[config.mk]
export PLATFORM = sky130hd
export DESIGN_NAME = gcd_lcm_unit
export DESIGN_NICKNAME = d
export VERILOG_FILES = /design/src/sv/gcdlcm_pkg.sv /design/src/sv/gcd_lcm_unit.sv /design/src/sv/gcdlcm_sub.sv /design/src/sv/gcdlcm_core.sv
export VERILOG_INCLUDE_DIRS = /design/src /design/src/sv
export SDC_FILE = /design/constraint.sdc
export NUM_CORES = 2
export LEC_CHECK = 0
export BUFFER_PORTS_ARGS = -buffer_cell sky130_fd_sc_hd__buf_2
export CORE_UTILIZATION = 55
export CTS_CLUSTER_DIAMETER = 60
export DETAILED_ROUTE_END_ITERATION = 8
export GPL_TIMING_DRIVEN = 0
export PLACE_DENSITY = 0.8
export SYNTH_ARGS = -nofsm -noshare
export SYNTH_HDL_FRONTEND = slang
export SYNTH_SLANG_ARGS = --single-unit
[constraint.sdc]
create_clock -name clk_i -period 7.5 [get_ports clk_i]
set_input_delay 0 -clock clk_i [delete_from_list [all_inputs] [get_ports clk_i]]
set_output_delay 0 -clock clk_i [all_outputs]
set_load 0.02 [all_outputs]
[src/sv/gcd_lcm_unit_macros.svh]
// Assertion helpers used by the unit's core module.
`ifndef GCD_LCM_UNIT_MACROS_SVH
`define GCD_LCM_UNIT_MACROS_SVH

// Same-cycle implication, checked out of reset.
`define GLU_ASSERT_NOW(lbl, ante, cons, msg) \
  lbl: assert property (@(posedge clk_i) disable iff (!rst_ni) (ante) |-> (cons)) \
    else $error(msg);

// Next-cycle implication, checked out of reset.
`define GLU_ASSERT_NEXT(lbl, ante, cons, msg) \
  lbl: assert property (@(posedge clk_i) disable iff (!rst_ni) (ante) |=> (cons)) \
    else $error(msg);

`endif

[src/sv/gcdlcm_pkg.sv]
package gcdlcm_pkg;

  // Operand bits used by the datapath (4..32); wider port bits are ignored.
  localparam int unsigned OpW  = 32;
  localparam int unsigned CntW = $clog2(OpW);

  typedef logic [OpW-1:0]   op_t;
  typedef logic [OpW:0]     sub_t;
  typedef logic [CntW-1:0]  cnt_t;
  typedef logic [2*OpW-1:0] prod_t;

  localparam cnt_t LastCnt = cnt_t'(OpW - 1);

  typedef struct packed {
    logic idle;
    logic done;
  } core_sts_t;

endpackage

[src/sv/gcd_lcm_unit.sv]
// Result path: with a zero operand the sequencer goes straight to done; otherwise it strips the
// shared powers of two, reduces the odd pair (shift, subtract or swap), scales, divides and
// multiplies, then raises out_valid_o once the output register is free or being drained.
// One word is in flight; in_ready_o is high while idle, from the cycle after the result moves
// into the output register, which holds it while the next word is taken.
// Reset (rst_ni, async, active low) clears the sequencer and the output valid.
module gcd_lcm_unit (
  input  logic        clk_i,
  input  logic        rst_ni,
  input  logic        in_valid_i,
  output logic        in_ready_o,
  input  logic [31:0] operand_a_i,
  input  logic [31:0] operand_b_i,
  output logic        out_valid_o,
  input  logic        out_ready_i,
  output logic [31:0] gcd_value_o,
  output logic [63:0] lcm_value_o
);
  import gcdlcm_pkg::*;

  core_sts_t sts;
  logic      start, take;
  op_t       core_gcd, gcd_q;
  prod_t     core_lcm, lcm_q;
  logic      out_valid_q;

  assign in_ready_o = sts.idle;
  assign start      = in_valid_i & in_ready_o;
  // Move the result out when the output register is free or being drained.
  assign take       = sts.done & (~out_valid_q | out_ready_i);

  gcdlcm_core u_core (
    .clk_i   (clk_i),
    .rst_ni  (rst_ni),
    .start_i (start),
    .op_a_i  (op_t'(operand_a_i)),
    .op_b_i  (op_t'(operand_b_i)),
    .take_i  (take),
    .sts_o   (sts),
    .gcd_o   (core_gcd),
    .lcm_o   (core_lcm)
  );

  always_ff @(posedge clk_i or negedge rst_ni) begin
    if (!rst_ni) begin
      out_valid_q <= 1'b0;
    end else if (take) begin
      out_valid_q <= 1'b1;
    end else if (out_ready_i) begin
      out_valid_q <= 1'b0;
    end
  end

  always_ff @(posedge clk_i) begin
    if (take) begin
      gcd_q <= core_gcd;
      lcm_q <= core_lcm;
    end
  end

  assign out_valid_o = out_valid_q;
  assign gcd_value_o = 32'(gcd_q);
  assign lcm_value_o = 64'(lcm_q);

endmodule

[src/sv/gcdlcm_sub.sv]
module gcdlcm_sub (
  input  gcdlcm_pkg::sub_t minuend_i,
  input  gcdlcm_pkg::sub_t subtrahend_i,
  output gcdlcm_pkg::sub_t diff_o,
  output logic             borrow_o
);
  import gcdlcm_pkg::*;

  logic [OpW+1:0] full;

  assign full     = {1'b0, minuend_i} - {1'b0, subtrahend_i};
  assign diff_o   = full[OpW:0];
  assign borrow_o = full[OpW+1];

endmodule

[src/sv/gcdlcm_core.sv]
`include "gcd_lcm_unit_macros.svh"

module gcdlcm_core (
  input  logic                  clk_i,
  input  logic                  rst_ni,
  input  logic                  start_i,
  input  gcdlcm_pkg::op_t       op_a_i,
  input  gcdlcm_pkg::op_t       op_b_i,
  input  logic                  take_i,
  output gcdlcm_pkg::core_sts_t sts_o,
  output gcdlcm_pkg::op_t       gcd_o,
  output gcdlcm_pkg::prod_t     lcm_o
);
  import gcdlcm_pkg::*;

  typedef enum logic [6:0] {
    ST_IDLE   = 7'b0000001,
    ST_SHIFT  = 7'b0000010,
    ST_REDUCE = 7'b0000100,
    ST_SCALE  = 7'b0001000,
    ST_DIV    = 7'b0010000,
    ST_MUL    = 7'b0100000,
    ST_DONE   = 7'b1000000
  } state_e;

  state_e state_q, state_d;
  op_t    a_q, a_d, b_q, b_d, x_q, x_d, y_q, y_d, g_q, g_d, r_q, r_d;
  cnt_t   k_q, k_d, cnt_q, cnt_d;
  prod_t  lcm_q, lcm_d;

  sub_t   sub_a, sub_b, diff;
  logic   borrow;

  // Shared subtractor: odd-pair reduction in the GCD loop, trial subtract in the divide.
  always_comb begin
    if (state_q == ST_DIV) begin
      sub_a = {r_q, a_q[OpW-1]};
      sub_b = {1'b0, g_q};
    end else begin
      sub_a = {1'b0, x_q};
      sub_b = {1'b0, y_q};
    end
  end

  gcdlcm_sub u_sub (
    .minuend_i    (sub_a),
    .subtrahend_i (sub_b),
    .diff_o       (diff),
    .borrow_o     (borrow)
  );

  always_comb begin
    state_d = state_q;
    a_d     = a_q;
    b_d     = b_q;
    x_d     = x_q;
    y_d     = y_q;
    g_d     = g_q;
    r_d     = r_q;
    k_d     = k_q;
    cnt_d   = cnt_q;
    lcm_d   = lcm_q;
    unique case (state_q)
      ST_IDLE: begin
        if (start_i) begin
          a_d = op_a_i;
          b_d = op_b_i;
          x_d = op_a_i;
          y_d = op_b_i;
          k_d = '0;
          if (op_a_i == '0 || op_b_i == '0) begin
            g_d     = op_a_i | op_b_i;
            lcm_d   = '0;
            state_d = ST_DONE;
          end else begin
            state_d = ST_SHIFT;
          end
        end
      end
      ST_SHIFT: begin
        // Strip common factors of two.
        if (!x_q[0] && !y_q[0]) begin
          x_d = x_q >> 1;
          y_d = y_q >> 1;
          k_d = k_q + cnt_t'(1);
        end else begin
          state_d = ST_REDUCE;
        end
      end
      ST_REDUCE: begin
        if (!x_q[0]) begin
          x_d = x_q >> 1;
        end else if (!y_q[0]) begin
          y_d = y_q >> 1;
        end else if (diff == '0) begin
          state_d = ST_SCALE;
        end else if (!borrow) begin
          x_d = op_t'(diff[OpW-1:1]);
        end else begin
          // Swap so the larger odd value sits in x.
          x_d = y_q;
          y_d = x_q;
        end
      end
      ST_SCALE: begin
        g_d     = x_q << k_q;
        r_d     = '0;
        cnt_d   = '0;
        state_d = ST_DIV;
      end
      ST_DIV: begin
        // Restoring divide; quotient bits shift into a_q.
        r_d   = borrow ? {r_q[OpW-2:0], a_q[OpW-1]} : diff[OpW-1:0];
        a_d   = {a_q[OpW-2:0], ~borrow};
        cnt_d = cnt_q + cnt_t'(1);
        if (cnt_q == LastCnt) begin
          state_d = ST_MUL;
        end
      end
      ST_MUL: begin
        lcm_d   = prod_t'(a_q) * prod_t'(b_q);
        state_d = ST_DONE;
      end
      ST_DONE: begin
        if (take_i) begin
          state_d = ST_IDLE;
        end
      end
      default: begin
        state_d = ST_IDLE;
      end
    endcase
  end

  always_ff @(posedge clk_i or negedge rst_ni) begin
    if (!rst_ni) begin
      state_q <= ST_IDLE;
    end else begin
      state_q <= state_d;
    end
  end

  always_ff @(posedge clk_i) begin
    a_q   <= a_d;
    b_q   <= b_d;
    x_q   <= x_d;
    y_q   <= y_d;
    g_q   <= g_d;
    r_q   <= r_d;
    k_q   <= k_d;
    cnt_q <= cnt_d;
    lcm_q <= lcm_d;
  end

  assign sts_o.idle = (state_q == ST_IDLE);
  assign sts_o.done = (state_q == ST_DONE);
  assign gcd_o      = g_q;
  assign lcm_o      = lcm_q;

  `GLU_ASSERT_NOW(a_reduce_odd, state_q == ST_REDUCE, x_q[0] || y_q[0], "both even in reduce")
  `GLU_ASSERT_NOW(a_div_rem, state_q == ST_DIV, r_q < g_q, "partial remainder not below divisor")
  `GLU_ASSERT_NOW(a_exact_div, state_q == ST_MUL, r_q == '0, "divisor leaves a remainder")

endmodule
======== After elaboration in Yosys (flattened, before gate mapping) ========
Index checks and enable logic that the tools add are counted.
storage, ports and cells
  word-level logic and storage cells ...... 111
  bits in registers ....................... 370
  output and inout port bits .............. 98
  input port bits ......................... 68
operators by class
  equal/unequal tests ..................... 21
  shift operators ......................... 1
  $mul .................................... 1
  multiplexer cells ....................... 40
  bitwise operators ....................... 6
  add/subtract/negate cells ............... 3
  reduce and logical (&&, ||, !) cells .... 24
operators by type and width
  cell                   number
  $mux W32               16
  $pmux W32 S2           3
  $pmux W32 S3           2
  $mux W64               2
  $pmux W64 S2           1
  $logic_not A32 Y1      2
  $mul A32 B32 Y64       1
  $mux W7                8
  $pmux W7 S7            1
  $sub A33 B32 Y34       1
  $logic_not A33 Y1      1
  $mux W33               1
  $or A32 B32 Y32        1
  $shl A32 B5 Y32        1
  $pmux W5 S2            2
  $ne A2 B1 Y1 const B   7
  $ne A3 B3 Y1 const B   4
  $reduce_and A3 Y1      4
  $reduce_bool A2 Y1     6
  $add A5 B1 Y5 const B  2
  $mux W5                2
  $eq A7 B1 Y1 const B   1
  $eq A7 B2 Y1 const B   1
  $eq A7 B3 Y1 const B   1
  other kinds (19)       25

======== Logic depth before layout (Yosys ltp) ========
  word-level depth ........................ 8
  depth in mapped cells ................... 31
  mapped depth without buffers ............ 29

======== Modules after synthesis ========
A second synthesis with hierarchy kept.
second synthesis, totals
  cells, all modules ...................... 5136
  area total of the unflattened synthesis .. 51724.6 sq um
by module, submodules not included
  module        cells each  times used  seq. area each (sq um)  area an instance (sq um)
  gcdlcm_core   4740        1           8164.1                  46764.9
  gcd_lcm_unit  101         1           2907.8                  2932.8
  gcdlcm_sub    295         1           0.0                     2026.9

======== Least setup slack after synthesis ========
OpenSTA, ideal clock, no wires.
  path kind ............................... reg-to-reg
  start ................................... register u_core.a_q[27]
  end ..................................... register u_core.lcm_q[56], in the netlist u_core.lcm_o[56], data pin
  path buffers ............................ 2
  arrival time ............................ 7.235 ns
  data required time ...................... 7.234 ns
  slack ................................... -0.001 ns
  setup time .............................. 0.266 ns
  period minus slack after synthesis ...... 7.501 ns
  cell stages (with the launch flop) ...... 28
  path through ............................ edfxtp_1 clkbuf_1 and2_1 fa_1 fa_1 inv_1 fa_1 inv_1 fa_1 fa_1 fa_1 fa_1 inv_1 fa_1 inv_1 ha_1 clkbuf_1 a21o_1 a21oi_1 o21bai_1 a221o_1 a21oi_1 o21a_1 o31ai_1 a221o_1 a41oi_1 xor2_1 nor2_1
on the way
  cells in the longest elaborated chain, start to end .. 2
ends and longest elaborated chain
  what                    line                RTL
  from (decl)             gcdlcm_core.sv:27   op_t a_q, a_d, b_q, b_d, x_q, x_d, y_q, y_d, g_q, g_d, r_q, r_d;
  from (signal assigned)  gcdlcm_core.sv:144  a_q <= a_d;
  $mul A32 B32 Y64        gcdlcm_core.sv:121  lcm_d = prod_t'(a_q) * prod_t'(b_q);
  $pmux W64 S2            gcdlcm_core.sv:63   unique case (state_q)
  to (signal assigned)    gcdlcm_core.sv:152  lcm_q <= lcm_d;
  to (decl)               gcdlcm_core.sv:29   prod_t lcm_q, lcm_d;
Every way passes these cells.
A chain may end at the register's enable or synchronous reset.

======== Worst setup path in the final report ========
  start ................................... register u_core.b_q[3]
  end ..................................... register u_core.lcm_q[59], in the netlist u_core.lcm_o[59], data pin
on the way
  cells in the longest elaborated chain, start to end .. 2
ends and longest elaborated chain
  what                    line                RTL
  from (decl)             gcdlcm_core.sv:27
  from (signal assigned)  gcdlcm_core.sv:145  b_q <= b_d;
  $mul A32 B32 Y64        gcdlcm_core.sv:121
  $pmux W64 S2            gcdlcm_core.sv:63
Every way passes these cells.

==> flow_summary.yaml <==
outcome:
  status: "finished with violations"
  violations: "negative setup slack"
place:
  dp_hpwl_um: 154000
  routabilityCongestion: 1.08
  place_ws_ps: -2990
  dp.cells: 6747
  io_buffers: 165
clock_tree:
  cts_tree: "yes"
  root_buffer: "clkbuf_16"
  ctsLongestPathBuffers: 3
  cts_sinks: 370
  cts_inserted_buffers: 45
  clkTransAtPathRegs_ps: 60
  htree_levels: 2
  insertion_delay_ps: 670
worst_setup_path:
  path_class: "reg2reg"
  cp_cell_sequence: "buf_8 > and2_1 > fa_1 > inv_1 > fa_1 > fa_1 > fa_1 > inv_1 > fa_1 > fa_1 > fa_1 > fa_1 > ha_4 > nand4_1 > or3_1 > o211ai_1 > buf_4 > nand4_1 > a21oi_4 > a221o_1 > nand2_1 > nand2_2 > a31oi_1 > mux2_2"
  slowest_delay_ps: 570
  critPathSlowestCell: "fa_1"
  crit_family: "adder cells"
  crit_path_start_kind: "flop"
  worstSetupEndpointType: "flop"
  cp_common_cell: "fa_1"
  path_max_fanout: 10
  cp.required_ps: 7880
  critPathArrivalTime_ps: 8600
  path_buf_inv: 4
logic_synthesis:
  syn_inst: 5320
  ys_types: 80
  async_flop_share_pct: 2.16
  yosysWarnings: 0
  netlist_area_mm2: 0.0517
  synth_nets: 6583
  synth-seq-area-share_pct: 21.4
  synth.ff_latch_count: 370
  synth.avg_cell_area_um2: 9.73
  synth_edf_count: 362
  synth-main-ff-cell: "edfxtp_1"
timing:
  clock_skew_ps: 38.5
  fmax_mhz: 122
  hold_viol: 0
  worst_pin_slew_ps: 1310
  min_period_ps: 8220
  maxSlewViolCount: 0
  rsz0062_at_grt: "yes"
  holdWs_ps: 149
  post-route-period-util_pct: 110
  max_slew_margin_pct: 12.4
  setup_slack_ps: -717
  setup_violations: 27
floorplan:
  rows: 112
  die_x_um: 309
  core_mm2: 0.0932
  start_util_pct: 55.5
  fp.dieH_um: 309
  ios: 166
  die_area_mm2: 0.0953
layout:
  fill_cells: 7413
  finalNetCount: 7067
  layout.cells.non_filler: 7100
  post_route_cells_drive_above_1_share_pct: 14.9
  synthToLayoutAreaGrowth_pct: 16.8
global_route:
  grt_max_degree: 33
  antenna_found_initial: 6
  grt_overflow: 0
  grt_pass1_vias: 44108
  grt_pass1_wl_um: 284000
  grt_use_total_pct: 41.7
detailed_routing:
  wirelength_um: 197000
  drc: 0
  routedWlPerCell_um: 27.7
  drt_iter0_drc: 4935
  num_vias: 43012
  first_pass_iters: 6
  vias_per_cell: 6.06
  drtAntennaViolNets: 0
run:
  cap_viol_max_count: 0
hold_path:
  hold_path_class: "in2reg"
area by class of cell:
cell class / instances / area (µm²) / share of cell area, %
Multi-Input combinational cell: 3726 / 37000 / 61.3
Clock inverter: 28 / 339 / 0.561
Buffer: 308 / 2430 / 4.02
Inverter: 909 / 3410 / 5.65
Sequential cell: 370 / 11100 / 18.3
Tap cell: 1254 / 1570 / 2.60
Clock buffer: 53 / 1160 / 1.91
Timing Repair Buffer: 444 / 3420 / 5.65
Antenna cell: 8 / 20.0 / 0.0331
state kept, by name (all words and copies together) (netlist names):
name	flops
u_core.r_q	32
lcm_value_o	64
u_core.cnt_q	5
gcd_value_o	32
u_core.y_q	32
u_core.x_q	32
u_core.lcm_o	64
out_valid_o	1
u_core.gcd_o	32
u_core.a_q	32
u_core.state_q	7
u_core.b_q	32
u_core.k_q	5
placed cells by master (no fill, tap or decap), types with 16 or more instances in the layout:
cell type / Yosys / layout
ha_4: 0 / 20
clkbuf_2: 1 / 36
and2_1: 627 / 608
fa_2: 0 / 38
clkbuf_16: 0 / 60
buf_2: 8 / 185
edfxtp_1: 362 / 362
nand4_1: 28 / 28
dlygate4sd3_1: 0 / 68
and3_1: 17 / 16
a21o_1: 49 / 49
nand2_1: 771 / 763
buf_6: 0 / 29
xor2_1: 44 / 44
inv_2: 0 / 19
clkbuf_4: 0 / 53
ha_1: 298 / 274
buf_4: 0 / 173
nor3_1: 27 / 27
xnor2_1: 49 / 47
o21bai_1: 17 / 17
nor2_1: 191 / 186
mux2i_1: 61 / 61
and2_4: 0 / 19
mux4_2: 23 / 23
nand3_1: 29 / 28
a21oi_1: 164 / 145
fa_1: 897 / 859
buf_12: 0 / 17
nor4_1: 20 / 20
inv_1: 909 / 890
o21ai_0: 149 / 141
clkbuf_1: 297 / 113
a22oi_1: 60 / 59
clkbuf_8: 0 / 47
worst min-delay path, cell delays in order:
cell and delay [ps]:
dlygate4sd3_1 520, buf_2 120, o21ai_0 90
synthesized netlist by cell type, types with 20 or more instances:
| cell | instances | share of area [%] |
|---|---|---|
| inv_1 | 909 | 6.6 |
| fa_1 | 897 | 35 |
| nand2_1 | 771 | 5.6 |
| and2_1 | 627 | 7.6 |
| edfxtp_1 | 362 | 21 |
| ha_1 | 298 | 7.2 |
| clkbuf_1 | 297 | 2.2 |
| nor2_1 | 191 | 1.4 |
| a21oi_1 | 164 | 1.6 |
| o21ai_0 | 149 | 1.4 |
| mux2i_1 | 61 | 1.2 |
| a22oi_1 | 60 | 0.87 |
| a21o_1 | 49 | 0.71 |
| xnor2_1 | 49 | 0.83 |
| xor2_1 | 44 | 0.74 |
| nand3_1 | 29 | 0.28 |
| nand4_1 | 28 | 0.34 |
| nor3_1 | 27 | 0.26 |
| mux4_2 | 23 | 1.0 |
| nor4_1 | 20 | 0.24 |
per-layer routing:
layer | global-route usage [%] | vias up | share of wire (%)
met1 | 51.0 | 21299 | 35
li1 | - | 17659 | -
met5 | 0 | - | 0.021
met3 | 11.7 | 831 | 12
met2 | 65.3 | 3219 | 45
met4 | 26.4 | 4 | 7.8
path summary, 6_finish.rpt:
kind	from	to	slack (ps)	cells past startpoint
max	u_core.b_q[3]	u_core.lcm_o[59]	-720	24
min	out_ready_i	out_valid_o	150	3
max reg2reg	u_core.b_q[3]	u_core.lcm_o[59]	-720	24
min reg2reg	u_core.lcm_o[59]	lcm_value_o[59]	410	0
max in group asynchronous	rst_ni	u_core.state_q[0]	6750	3
min in group asynchronous	rst_ni	out_valid_o	400	3
kinds of logic after synthesis:
family	share of synthesized area (%)
and+or+nand+nor	16.8
buffers and inverters	8.90
adders and majority gates	41.9
AOI/OAI and AO/OA	6.98
DFF	21.4
muxes	2.49
xor gates and xnor gates	1.57
through the flow:
stage / util, % / setup TNS, ps / cell area [µm²]
floorplan: - / 0 / 51700
global placement: 58.1 / -413680 / 54100
detailed placement: 58.3 / -71590 / 54400
CTS: 64.1 / -8140 / 59800
global route: 64.8 / -15920 / 60400
finish: 64.8 / -12570 / 60400
timing repair:
action	4_1_cts	5_1_grt
hold buffers	68	0
hold endpoints to repair	188	0
gates cloned	3	0
buffers inserted	167	33
pin swaps	104	51
endpoints found under the setup margin	99	143
gates resized for setup	569	147
Power is not shown: default switching activity piles up to over one toggle a cycle in this logic, so the estimate is an artifact.
